**config.mk**
```make
export PLATFORM = sky130hd
export DESIGN_NAME = floor_border_wall_marker_top_flat
export DESIGN_NICKNAME = d
export VERILOG_FILES = /design/src/sv/fbwm_pkg.sv /design/src/sv/fbwm_req_if.sv /design/src/sv/fbwm_rsp_if.sv /design/src/sv/fbwm_front.sv /design/src/sv/fbwm_queue.sv /design/src/sv/fbwm_back.sv /design/src/sv/floor_border_wall_marker_top.sv /design/src/flat_wrapper.sv
export SDC_FILE = /design/constraint.sdc
export NUM_CORES = 2
export LEC_CHECK = 0
export ABC_CLOCK_PERIOD_IN_PS = 46400
export BUFFER_PORTS_ARGS = -buffer_cell sky130_fd_sc_hd__buf_2
export CORE_UTILIZATION = 55
export DETAILED_ROUTE_END_ITERATION = 12
export PLACE_DENSITY = 0.7
export RECOVER_POWER = 25
export SETUP_SLACK_MARGIN = 0.3
export SKIP_CTS_REPAIR_TIMING = 1
export SYNTH_ARGS = -nofsm -noshare
export SYNTH_HDL_FRONTEND = slang
export SYNTH_MEMORY_MAX_BITS = 65536
export SYNTH_SLANG_ARGS = --single-unit
```
**constraint.sdc**
```tcl
create_clock -name clock -period 46.4 [get_ports clock]
set_input_delay 2.32 -clock clock [delete_from_list [all_inputs] [get_ports clock]]
set_output_delay 2.32 -clock clock [all_outputs]
set_load 0.005 [all_outputs]
```
**src/sv/fbwm_pkg.sv**
```systemverilog
// ----------------------------------------------------------------------------
// fbwm_pkg
// Shared types, constants and helpers of the floor border wall marker.
// ----------------------------------------------------------------------------
`default_nettype none

package fbwm_pkg;

   // cell codes
   localparam logic [1:0] CELL_EMPTY = 2'd0;
   localparam logic [1:0] CELL_FLOOR = 2'd1;
   localparam logic [1:0] CELL_WALL  = 2'd2;

   // payload widths
   localparam int CELL_W     = 2;
   localparam int CELL_COL_W = 10;
   localparam int CELL_ROW_W = 10;

   // configuration port
   localparam int CSR_INDEX_W = 4;
   localparam int CSR_DATA_W  = 11;
   localparam logic [CSR_INDEX_W-1:0] CSR_MAP_WIDTH  = 4'd0;
   localparam logic [CSR_INDEX_W-1:0] CSR_MAP_HEIGHT = 4'd1;
   localparam int WIDTH_RESET  = 40;
   localparam int HEIGHT_RESET = 20;
   localparam int DIM_MIN      = 3;

   // parameter defaults
   localparam int MAX_WIDTH_DEFAULT  = 1024;
   localparam int MAX_HEIGHT_DEFAULT = 1024;

   // queue between front and back
   localparam int QUEUE_DEPTH = 4;
   localparam int QPTR_W      = $clog2(QUEUE_DEPTH);
   localparam int QCOUNT_W    = $clog2(QUEUE_DEPTH + 1);

   // result slots of one job, in delivery order
   localparam int RES_DIAG  = 0;   // cell up and left of the arriving cell
   localparam int RES_RIGHT = 1;   // last column of the row above
   localparam int RES_SELF  = 2;   // bottom row, passed through
   localparam int RES_N     = 3;

   typedef struct packed {
      logic [RES_N-1:0]      mask;
      logic [CELL_COL_W-1:0] col;
      logic [CELL_ROW_W-1:0] row;
      logic [CELL_W-1:0]     val_diag;
      logic [CELL_W-1:0]     val_right;
      logic [CELL_W-1:0]     val_self;
      logic                  done;
   } fbwm_job_type;

   // last index of a dimension after clamping the register to DIM_MIN..hi
   function automatic int unsigned dim_last(input logic [CSR_DATA_W-1:0] v,
                                            input int unsigned hi);
      int unsigned x;
      x = 32'(v);
      if (x < DIM_MIN) return DIM_MIN - 1;
      if (x > hi) return hi - 1;
      return x - 1;
   endfunction

endpackage

`default_nettype wire

```
**src/sv/fbwm_req_if.sv**
```systemverilog
// ----------------------------------------------------------------------------
// fbwm_req_if
// Input channel: one grid cell word per handshake.
// ----------------------------------------------------------------------------
`default_nettype none

interface fbwm_req_if import fbwm_pkg::*; ();
   logic              valid;
   logic              ready;
   logic [CELL_W-1:0] cell_value;

   modport source (output valid, output cell_value, input ready);
   modport sink   (input valid, input cell_value, output ready);
endinterface

`default_nettype wire

```
**src/sv/fbwm_rsp_if.sv**
```systemverilog
// ----------------------------------------------------------------------------
// fbwm_rsp_if
// Result channel: one decided cell word per handshake.
// ----------------------------------------------------------------------------
`default_nettype none

interface fbwm_rsp_if import fbwm_pkg::*; ();
   logic                  valid;
   logic                  ready;
   logic [CELL_COL_W-1:0] cell_col;
   logic [CELL_ROW_W-1:0] cell_row;
   logic [CELL_W-1:0]     cell_result;
   logic                  last_of_run;
   logic                  frame_done;

   modport source (output valid, output cell_col, output cell_row, output cell_result,
                   output last_of_run, output frame_done, input ready);
   modport sink   (input valid, input cell_col, input cell_row, input cell_result,
                   input last_of_run, input frame_done, output ready);
endinterface

`default_nettype wire

```
**src/sv/fbwm_front.sv**
```systemverilog
// ----------------------------------------------------------------------------
// fbwm_front
// Raster counters, line store, 3x3 window and classification of each cell
// word into a job of up to three results.
// ----------------------------------------------------------------------------
`default_nettype none

module fbwm_front import fbwm_pkg::*; #(
   parameter int MAX_WIDTH  = MAX_WIDTH_DEFAULT,
   parameter int MAX_HEIGHT = MAX_HEIGHT_DEFAULT
) (
   input  wire logic                   clock,
   input  wire logic                   reset,
   input  wire logic                   csr_wr_en,
   input  wire logic [CSR_INDEX_W-1:0] csr_index,
   input  wire logic [CSR_DATA_W-1:0]  csr_wr_data,
   input  wire logic                   req_valid,
   output      logic                   req_ready,
   input  wire logic [CELL_W-1:0]      req_cell_value,
   input  wire logic [QCOUNT_W-1:0]    q_count,
   output      logic                   push_valid,
   output      fbwm_job_type           push_job,
   output      logic                   stage_busy
);

   localparam int COL_W = $clog2(MAX_WIDTH);
   localparam int ROW_W = $clog2(MAX_HEIGHT);

   logic [COL_W-1:0] col_ff, col_in;
   logic [ROW_W-1:0] row_ff, row_in;
   logic [COL_W-1:0] wlast_ff;
   logic [ROW_W-1:0] hlast_ff;

   logic              s0_valid_ff;
   logic [CELL_W-1:0] s0_cell_ff;
   logic [COL_W-1:0]  s0_col_ff;
   logic [ROW_W-1:0]  s0_row_ff;

   // line store word: far row in the upper bits, near row in the lower bits
   logic [2*CELL_W-1:0] line_mem [MAX_WIDTH];
   logic [2*CELL_W-1:0] line_rd_ff;

   logic [CELL_W-1:0] win_ff [3][3];
   logic [CELL_W-1:0] win_in [3][3];

   logic accept;
   logic touches_floor;
   logic diag_decide;
   logic [CELL_W-1:0] center;

   assign req_ready  = (q_count + QCOUNT_W'(s0_valid_ff)) < QCOUNT_W'(QUEUE_DEPTH);
   assign accept     = req_valid && req_ready;
   assign stage_busy = s0_valid_ff;

   always_comb begin
      col_in = col_ff;
      row_in = row_ff;
      if (accept) begin
         if (col_ff == wlast_ff) begin
            col_in = '0;
            row_in = (row_ff == hlast_ff) ? '0 : row_ff + ROW_W'(1);
         end else begin
            col_in = col_ff + COL_W'(1);
         end
      end
      // a size write restarts the frame
      if (csr_wr_en && (csr_index == CSR_MAP_WIDTH || csr_index == CSR_MAP_HEIGHT)) begin
         col_in = '0;
         row_in = '0;
      end
   end

   always_ff @(posedge clock) begin
      if (reset) begin
         col_ff      <= '0;
         row_ff      <= '0;
         wlast_ff    <= COL_W'(dim_last(CSR_DATA_W'(WIDTH_RESET), MAX_WIDTH));
         hlast_ff    <= ROW_W'(dim_last(CSR_DATA_W'(HEIGHT_RESET), MAX_HEIGHT));
         s0_valid_ff <= 1'b0;
      end else begin
         s0_valid_ff <= accept;
         col_ff      <= col_in;
         row_ff      <= row_in;
         if (csr_wr_en) begin
            unique case (csr_index)
               CSR_MAP_WIDTH: begin
                  wlast_ff <= COL_W'(dim_last(csr_wr_data, MAX_WIDTH));
               end
               CSR_MAP_HEIGHT: begin
                  hlast_ff <= ROW_W'(dim_last(csr_wr_data, MAX_HEIGHT));
               end
               default: begin
               end
            endcase
         end
      end
   end

   always_ff @(posedge clock) begin
      if (accept) begin
         s0_cell_ff <= req_cell_value;
         s0_col_ff  <= col_ff;
         s0_row_ff  <= row_ff;
         line_rd_ff <= line_mem[col_ff];
      end
      // consecutive words never share a column, so read and write never collide
      if (s0_valid_ff) begin
         line_mem[s0_col_ff] <= {line_rd_ff[CELL_W-1:0], s0_cell_ff};
      end
   end

   always_comb begin
      for (int i = 0; i < 3; i++) begin
         win_in[i][0] = win_ff[i][1];
         win_in[i][1] = win_ff[i][2];
      end
      win_in[0][2] = line_rd_ff[2*CELL_W-1:CELL_W];
      win_in[1][2] = line_rd_ff[CELL_W-1:0];
      win_in[2][2] = s0_cell_ff;
   end

   always_comb begin
      touches_floor = 1'b0;
      for (int i = 0; i < 3; i++) begin
         for (int j = 0; j < 3; j++) begin
            if ((i != 1 || j != 1) && win_in[i][j] == CELL_FLOOR) touches_floor = 1'b1;
         end
      end
   end

   always_ff @(posedge clock) begin
      if (reset) begin
         for (int i = 0; i < 3; i++) begin
            for (int j = 0; j < 3; j++) win_ff[i][j] <= CELL_EMPTY;
         end
      end else if (s0_valid_ff) begin
         win_ff <= win_in;
      end
   end

   // interior test for the cell up and left: both coordinates at least one
   assign center      = win_in[1][1];
   assign diag_decide = (s0_col_ff > COL_W'(1)) && (s0_row_ff > ROW_W'(1))
                        && (center == CELL_EMPTY) && touches_floor;

   always_comb begin
      push_job.mask[RES_DIAG]  = (s0_row_ff != '0) && (s0_col_ff != '0);
      push_job.mask[RES_RIGHT] = (s0_row_ff != '0) && (s0_col_ff == wlast_ff);
      push_job.mask[RES_SELF]  = (s0_row_ff == hlast_ff);
      push_job.col             = CELL_COL_W'(s0_col_ff);
      push_job.row             = CELL_ROW_W'(s0_row_ff);
      push_job.val_diag        = diag_decide ? CELL_WALL : center;
      push_job.val_right       = win_in[1][2];
      push_job.val_self        = s0_cell_ff;
      push_job.done            = (s0_col_ff == wlast_ff);
   end

   assign push_valid = s0_valid_ff && (push_job.mask != '0);

endmodule

`default_nettype wire

```
**src/sv/fbwm_queue.sv**
```systemverilog
// ----------------------------------------------------------------------------
// fbwm_queue
// Short job queue that lets the front and the back stall independently.
// ----------------------------------------------------------------------------
`default_nettype none

module fbwm_queue import fbwm_pkg::*; (
   input  wire logic                clock,
   input  wire logic                reset,
   input  wire logic                push_valid,
   input  wire fbwm_job_type        push_job,
   input  wire logic                pop,
   output      fbwm_job_type        head_job,
   output      logic                q_empty,
   output      logic [QCOUNT_W-1:0] q_count
);

   fbwm_job_type      entry_ff [QUEUE_DEPTH];
   logic [QPTR_W-1:0] head_ff;
   logic [QPTR_W-1:0] tail_ff;
   logic [QCOUNT_W-1:0] count_ff;

   assign head_job = entry_ff[head_ff];
   assign q_empty  = (count_ff == '0);
   assign q_count  = count_ff;

   always_ff @(posedge clock) begin
      if (reset) begin
         head_ff  <= '0;
         tail_ff  <= '0;
         count_ff <= '0;
      end else begin
         if (push_valid) tail_ff <= tail_ff + QPTR_W'(1);
         if (pop) head_ff <= head_ff + QPTR_W'(1);
         count_ff <= count_ff + QCOUNT_W'(push_valid) - QCOUNT_W'(pop);
      end
   end

   always_ff @(posedge clock) begin
      if (push_valid) entry_ff[tail_ff] <= push_job;
   end

endmodule

`default_nettype wire

```
**src/sv/fbwm_back.sv**
```systemverilog
// ----------------------------------------------------------------------------
// fbwm_back
// Expands the head job into its result words and drives the output register.
// ----------------------------------------------------------------------------
`default_nettype none

module fbwm_back import fbwm_pkg::*; (
   input  wire logic          clock,
   input  wire logic          reset,
   input  wire fbwm_job_type  head_job,
   input  wire logic          q_empty,
   output      logic          pop,
   fbwm_rsp_if.source         rsp
);

   logic [RES_N-1:0] sent_ff;
   logic [RES_N-1:0] remaining;
   logic [RES_N-1:0] sel_bit;
   logic             is_last;
   logic             load;

   logic                  rsp_valid_ff;
   logic [CELL_COL_W-1:0] rsp_col_ff;
   logic [CELL_ROW_W-1:0] rsp_row_ff;
   logic [CELL_W-1:0]     rsp_result_ff;
   logic                  rsp_last_ff;
   logic                  rsp_done_ff;

   logic [CELL_COL_W-1:0] sel_col;
   logic [CELL_ROW_W-1:0] sel_row;
   logic [CELL_W-1:0]     sel_val;
   logic                  sel_done;

   assign remaining = head_job.mask & ~sent_ff;

   always_comb begin
      sel_bit = '0;
      if (remaining[RES_DIAG]) sel_bit[RES_DIAG] = 1'b1;
      else if (remaining[RES_RIGHT]) sel_bit[RES_RIGHT] = 1'b1;
      else sel_bit[RES_SELF] = 1'b1;
   end

   assign is_last = ((remaining & ~sel_bit) == '0);
   assign load    = !q_empty && (!rsp_valid_ff || rsp.ready);
   assign pop     = load && is_last;

   always_comb begin
      sel_col  = head_job.col;
      sel_row  = head_job.row - CELL_ROW_W'(1);
      sel_val  = head_job.val_right;
      sel_done = 1'b0;
      if (sel_bit[RES_DIAG]) begin
         sel_col = head_job.col - CELL_COL_W'(1);
         sel_val = head_job.val_diag;
      end else if (sel_bit[RES_SELF]) begin
         sel_row  = head_job.row;
         sel_val  = head_job.val_self;
         sel_done = head_job.done;
      end
   end

   always_ff @(posedge clock) begin
      if (reset) begin
         sent_ff      <= '0;
         rsp_valid_ff <= 1'b0;
      end else begin
         if (load) begin
            rsp_valid_ff <= 1'b1;
            sent_ff      <= is_last ? '0 : (sent_ff | sel_bit);
         end else if (rsp.ready) begin
            rsp_valid_ff <= 1'b0;
         end
      end
   end

   always_ff @(posedge clock) begin
      if (load) begin
         rsp_col_ff    <= sel_col;
         rsp_row_ff    <= sel_row;
         rsp_result_ff <= sel_val;
         rsp_last_ff   <= is_last;
         rsp_done_ff   <= sel_done;
      end
   end

   assign rsp.valid       = rsp_valid_ff;
   assign rsp.cell_col    = rsp_col_ff;
   assign rsp.cell_row    = rsp_row_ff;
   assign rsp.cell_result = rsp_result_ff;
   assign rsp.last_of_run = rsp_last_ff;
   assign rsp.frame_done  = rsp_done_ff;

endmodule

`default_nettype wire

```
**src/sv/floor_border_wall_marker_top.sv**
```systemverilog
// ----------------------------------------------------------------------------
// floor_border_wall_marker_top
// Grows walls around floor in a raster stream of grid cells.
// ----------------------------------------------------------------------------
// Cells enter on req_if in raster order (0 empty, 1 floor, 2 wall). Each word
// at column c, row r yields zero to three result words on rsp_if: the cell up
// and left of it, the last cell of the row above when c is the last column,
// and the cell itself on the bottom row. last_of_run marks the final result
// of one input word, frame_done the result for the grid's last cell.
// Grid size is set through csr_wr_en/csr_index/csr_wr_data (index 0 width,
// index 1 height, clamped to 3..MAX); a write restarts the frame.
// An accepted word passes the front stage and the job queue before its results
// reach the output register. Throughput: one input word and one result per
// cycle while rsp_if is ready and the queue has room; the output register
// sends one result word a cycle, so the two or three results of a word leave in turn.
// When rsp_if stalls, jobs collect in a four-entry queue and req_if.ready
// drops once the queue and the front stage would overflow.
// Reset: dimensions 40 x 20, counters and window cleared; the line store is
// not cleared, its contents are rewritten before they are used.
// ----------------------------------------------------------------------------
`default_nettype none

module floor_border_wall_marker_top import fbwm_pkg::*; #(
   parameter int MAX_WIDTH  = MAX_WIDTH_DEFAULT,
   parameter int MAX_HEIGHT = MAX_HEIGHT_DEFAULT
) (
   input  wire logic                   clock,
   input  wire logic                   reset,
   input  wire logic                   csr_wr_en,
   input  wire logic [CSR_INDEX_W-1:0] csr_index,
   input  wire logic [CSR_DATA_W-1:0]  csr_wr_data,
   fbwm_req_if.sink                    req_if,
   fbwm_rsp_if.source                  rsp_if
);

   logic                push_valid;
   fbwm_job_type        push_job;
   fbwm_job_type        head_job;
   logic                q_empty;
   logic [QCOUNT_W-1:0] q_count;
   logic                pop;
   logic                stage_busy;

   fbwm_front #(
      .MAX_WIDTH  (MAX_WIDTH),
      .MAX_HEIGHT (MAX_HEIGHT)
   ) u_front (
      .clock          (clock),
      .reset          (reset),
      .csr_wr_en      (csr_wr_en),
      .csr_index      (csr_index),
      .csr_wr_data    (csr_wr_data),
      .req_valid      (req_if.valid),
      .req_ready      (req_if.ready),
      .req_cell_value (req_if.cell_value),
      .q_count        (q_count),
      .push_valid     (push_valid),
      .push_job       (push_job),
      .stage_busy     (stage_busy)
   );

   fbwm_queue u_queue (
      .clock      (clock),
      .reset      (reset),
      .push_valid (push_valid),
      .push_job   (push_job),
      .pop        (pop),
      .head_job   (head_job),
      .q_empty    (q_empty),
      .q_count    (q_count)
   );

   fbwm_back u_back (
      .clock    (clock),
      .reset    (reset),
      .head_job (head_job),
      .q_empty  (q_empty),
      .pop      (pop),
      .rsp      (rsp_if)
   );

   // the queue never holds more than its depth
   a_queue_bound: assert property (@(posedge clock) disable iff (reset)
      q_count <= QUEUE_DEPTH)
      else $error("job queue overflow");

   // a word in the front stage always finds room when it lands
   a_push_room: assert property (@(posedge clock) disable iff (reset)
      stage_busy |-> (q_count < QUEUE_DEPTH) || pop)
      else $error("front stage pushes into a full queue");

   // the grid's last cell is always the last result of its word
   a_done_last: assert property (@(posedge clock) disable iff (reset)
      rsp_if.valid && rsp_if.frame_done |-> rsp_if.last_of_run)
      else $error("frame end without end of run");

   // nothing is shown right after reset
   a_reset_idle: assert property (@(posedge clock)
      $past(reset) |-> !rsp_if.valid)
      else $error("result valid after reset");

endmodule

`default_nettype wire

```
**src/flat_wrapper.sv**
```systemverilog
// flat-port wrapper written by rule: the top's interface ports become plain ports
module floor_border_wall_marker_top_flat import fbwm_pkg::*;
#(
   parameter int MAX_WIDTH  = MAX_WIDTH_DEFAULT,
   parameter int MAX_HEIGHT = MAX_HEIGHT_DEFAULT
)
  (clock, reset, csr_wr_en, csr_index, csr_wr_data, req_if_valid, req_if_cell_value, req_if_ready, rsp_if_valid, rsp_if_cell_col, rsp_if_cell_row, rsp_if_cell_result, rsp_if_last_of_run, rsp_if_frame_done, rsp_if_ready);
  fbwm_req_if req_if_i ();
  fbwm_rsp_if rsp_if_i ();
  input  wire logic clock;
  input  wire logic reset;
  input  wire logic csr_wr_en;
  input  wire logic [CSR_INDEX_W-1:0] csr_index;
  input  wire logic [CSR_DATA_W-1:0] csr_wr_data;
  input wire logic [$bits(req_if_i.valid)-1:0] req_if_valid;
  input wire logic [$bits(req_if_i.cell_value)-1:0] req_if_cell_value;
  output wire logic [$bits(req_if_i.ready)-1:0] req_if_ready;
  output wire logic [$bits(rsp_if_i.valid)-1:0] rsp_if_valid;
  output wire logic [$bits(rsp_if_i.cell_col)-1:0] rsp_if_cell_col;
  output wire logic [$bits(rsp_if_i.cell_row)-1:0] rsp_if_cell_row;
  output wire logic [$bits(rsp_if_i.cell_result)-1:0] rsp_if_cell_result;
  output wire logic [$bits(rsp_if_i.last_of_run)-1:0] rsp_if_last_of_run;
  output wire logic [$bits(rsp_if_i.frame_done)-1:0] rsp_if_frame_done;
  input wire logic [$bits(rsp_if_i.ready)-1:0] rsp_if_ready;
  assign req_if_i.valid = req_if_valid;
  assign req_if_i.cell_value = req_if_cell_value;
  assign req_if_ready = req_if_i.ready;
  assign rsp_if_valid = rsp_if_i.valid;
  assign rsp_if_cell_col = rsp_if_i.cell_col;
  assign rsp_if_cell_row = rsp_if_i.cell_row;
  assign rsp_if_cell_result = rsp_if_i.cell_result;
  assign rsp_if_last_of_run = rsp_if_i.last_of_run;
  assign rsp_if_frame_done = rsp_if_i.frame_done;
  assign rsp_if_i.ready = rsp_if_ready;
  floor_border_wall_marker_top #(.MAX_WIDTH(MAX_WIDTH), .MAX_HEIGHT(MAX_HEIGHT)) u_core (.clock(clock), .reset(reset), .csr_wr_en(csr_wr_en), .csr_index(csr_index), .csr_wr_data(csr_wr_data), .req_if(req_if_i), .rsp_if(rsp_if_i));
endmodule
```
==> out/results.tsv <==
stage	metric	value	unit
logic_synthesis	synth_edf_count	4266	
logic_synthesis	synth_fa_ha_area_share	0.0981	%
grt	antenna_found_initial	31	
logic_synthesis	synth_xor_xnor_area_share	0.430	%
route	drcViolationCount	12	
logic_synthesis	synth-simple-area-share	3.89	%
route	vias_per_cell	6.85	
grt	use_met2	47.2	%
placement	placed_cells	12600	
sta	hold_viol_final	0	
grt	busiest_layer	met2	
logic_synthesis	yosysSeqAreaShare	75.7	%
worst_setup_path	path_class	flop to flop	
route	routed_wl	485000	µm
sta	fin_worst_skew	0.0732	ns
logic_synthesis	ys_warn_count	0	
sta	tns	0	ns
sta	relSlewSlack	-611	%
grt	grt_use_met3	7.76	%
logic_synthesis	synth_top_family_by_area	multiplexers	
logic_synthesis	syn_avg_cell_area	19.4	µm²
grt	grt_use_met1	41.5	%
cells_and_area	layout-drive-gt1-share	20.6	%
grt	grt_first_pass_wirelength	683000	µm
placement	gp_congestion	0.879	
die	io_pins	48	
pwr	ir_drop	44.8	µV
logic_synthesis	syn-num-nets	8867	
worst_setup_path	required	47.02	ns
logic_synthesis	ys_types	81	
grt	grt_max_degree	230	
pwr	p_leak	57.4	nW
die	start_util	55.3	%
worst_setup_path	crit_fanout	189	
cells_and_area	final_cell_count_no_fill	13400	
die	rows	204	
logic_synthesis	synth_area_leaders	edfxtp_1 75%, mux4_2 12%, nor2_1 2.5%, mux2i_1 2.2%, dfxtp_1 0.77%	
die	die_x	559	µm
logic_synthesis	synthDominantCellAreaShare	74.9	%
logic_synthesis	async_flop_share	0	%
die	die_h	559	µm
logic_synthesis	ys.flop_type	edfxtp_1	
clocking	clk_latency	1.01	ns
worst_setup_path	arrival	12.44	ns
logic_synthesis	syn_area	171000	µm²
clocking	clkTransAtPathRegs	0.06	ns
logic_synthesis	synthMuxAreaShare	14.7	%
sta	tightest_slew	10.67	ns
die	dieArea	313000	µm²
grt	grt_pass1_vias	90900	
sta	timing.final.crit_share	25.5	%
status	violations	DRC, capacitance limit, slew limit	
logic_synthesis	syn_inst	8833	
clocking	cts_tree	done	
route	first_pass_iters	11	
sta	maxSlewViolCount	2409	
grt	grt_usage	30.9	%
route	vias	92000	
clocking	cts_num_sinks	4332	
placement	port_buffers	47	
route	drtIter0Drc	14800	
clocking	clock_path_buffers	4	
cells_and_area	utilization	61.3	%
grt	grt_overflow	0	
sta	rsz0062_at_grt	false	
status	outcome	finished, violations left	
clocking	numCtsBuffers	422	
hold_path	hold_class	flop to flop	
clocking	htree_levels	5	
sta	setup_viol_count_final	0	
die	core_area	309000	µm²
sta	fmax	0.0846	GHz
cells_and_area	area_growth	10.9	%
logic_synthesis	synth-compound-area-share	3.26	%
sta	finalCriticalPeriod	11.82	ns
cells_and_area	n_fill_cell	21200	
clocking	cts_root_buf	clkbuf_16	
route	ant_nets	0	
cells_and_area	finish.net_count	8960	
logic_synthesis	yosys.area.top_type	edfxtp_1	
run	maxCapViolations	32	
logic_synthesis	ys_ff_latch	4332	
worst_setup_path	cp-end-kind	flop	
route	wl_per_cell	36.1	µm
worst_setup_path	start_kind	flop	
pwr	power.density	47.6	nW/µm²
placement	hpwl	282000	µm
## Yosys cell counts, types with 18 or more instances
library cell / instances
o22ai_1: 44
xnor2_1: 58
a22oi_1: 163
a22o_1: 22
edfxtp_1: 4266
nor2b_1: 19
buf_4: 55
a211oi_1: 35
nand3_1: 61
xor2_1: 26
o21ai_0: 82
mux4_2: 941
a21oi_1: 193
nor2_1: 1159
dfxtp_1: 66
buf_1: 72
nor3_1: 34
buf_2: 116
a221oi_1: 87
buf_6: 54
a31oi_1: 28
nand4_1: 18
mux2i_1: 372
a211o_1: 18
o221ai_1: 44
nand2_1: 217
clkbuf_1: 315
inv_1: 30
## layout by cell type, fill, tap and decap left out, drive strengths merged, types with 8 or more instances in the layout
cell	count
a2111oi	10
a211o	18
a211oi	35
a21oi	193
a221oi	87
a22o	22
a22oi	163
a31oi	28
and2	16
and3	15
buf	255
bufinv	49
clkbuf	543
clkinv	201
clkinvlp	17
dfxtp	66
diode	17
edfxtp	4266
ha	11
inv	41
mux2	13
mux2i	372
mux4	941
nand2	217
nand2b	15
nand3	61
nand3b	10
nand4	18
nor2	1159
nor2b	19
nor3	35
nor4	17
o211ai	10
o21ai	83
o221ai	44
o22ai	44
o31ai	8
or3	13
xnor2	58
xor2	26
## report_power, final
| group | internal [mW] | switching [mW] |
|---|---|---|
| logic | 0.391 | 0.624 |
| registers | 4.50 | 0.0264 |
| clock network | 1.97 | 1.50 |
## routing by layer
layer / wire length [µm] / vias to the layer above
li1: - / 36000
met1: 171000 / 47800
met2: 224000 / 6901
met3: 61500 / 1237
met4: 29200 / 16
met5: 98 / -
## final cells by class
cell class                      count  area [µm²]  area share [%]
Clock buffer                      508       11000            5.80
Clock inverter                    275        3060            1.62
Multi-Input combinational cell   3847       38600            20.3
Inverter                           33         135          0.0713
Timing Repair Buffer              290        2090            1.10
Tap cell                         4120        5150            2.72
Antenna cell                       17        42.5          0.0225
Sequential cell                  4332      129000            68.3
## through the flow
| step | hold WS, ns | power, mW | worst slack [ns] | cell area [µm²] |
|---|---|---|---|---|
| after floorplan | 0.406 | 5.47 | 31.62 | 171000 |
| after global placement | 0.470 | 5.56 | 39.61 | 176000 |
| after detailed placement | 0.483 | 5.59 | 39.55 | 176000 |
| after CTS | 0.492 | 9.00 | 39.54 | 190000 |
| after global routing | 0.509 | 9.24 | 34.00 | 189000 |
| final | 0.480 | 9.01 | 34.58 | 189000 |
## final timing paths
kind / startpoint / to / slack, ns / cells after the start
max: u_core.u_front.s0_cell_ff[0]$_DFFE_PP_ / u_core.u_front.line_mem[911][0]$_DFFE_PP_ / 34.58 / 4
min: u_core.u_back.rsp.valid$_SDFFE_PP0P_ / u_core.u_back.rsp.valid$_SDFFE_PP0P_ / 0.48 / 2
max reg2reg: u_core.u_front.s0_cell_ff[0]$_DFFE_PP_ / u_core.u_front.line_mem[911][0]$_DFFE_PP_ / 34.58 / 4
min reg2reg: u_core.u_back.rsp.valid$_SDFFE_PP0P_ / u_core.u_back.rsp.valid$_SDFFE_PP0P_ / 0.48 / 2
## flip-flops by register name, indices dropped and copies added, names as in the netlist, named ones only
name	count
u_core.u_queue.tail_ff	2
u_core.u_front.hlast_ff	10
u_core.u_back.rsp.frame_done	1
u_core.u_front.line_mem	4096
u_core.u_front.center	2
u_core.u_front.col_ff	10
u_core.u_queue.q_count	3
u_core.u_front.stage_busy	1
u_core.u_front.wlast_ff	10
u_core.u_back.sent_ff	3
u_core.u_queue.entry_ff	120
u_core.u_front.line_rd_ff	4
u_core.u_back.rsp.last_of_run	1
u_core.u_front.win_ff	10
u_core.u_back.rsp.cell_row	10
u_core.u_back.rsp.valid	1
u_core.u_queue.head_ff	2
u_core.u_front.s0_cell_ff	2
u_core.u_front.s0_row_ff	10
u_core.u_front.row_ff	10
u_core.u_back.rsp.cell_result	2
u_core.u_front.s0_col_ff	10
u_core.u_back.rsp.cell_col	10
## logic make-up after synthesis
kind of cell	count (synthesis)
buffers and inverters	654
AO/OA/AOI/OAI	804
XOR/XNOR	84
flip-flops	4332
multiplexers	1326
adder cells (fa/ha/maj)	13
AND/OR/NAND/NOR	1620
## critical path, cell delays in order (launching register included)
cell,delay (ns)
edfxtp_1,0.32
clkbuf_1,2.36
clkbuf_1,5.95
buf_4,1.36
buf_4,0.93
Note: power is estimated with default switching activity, not from simulation.
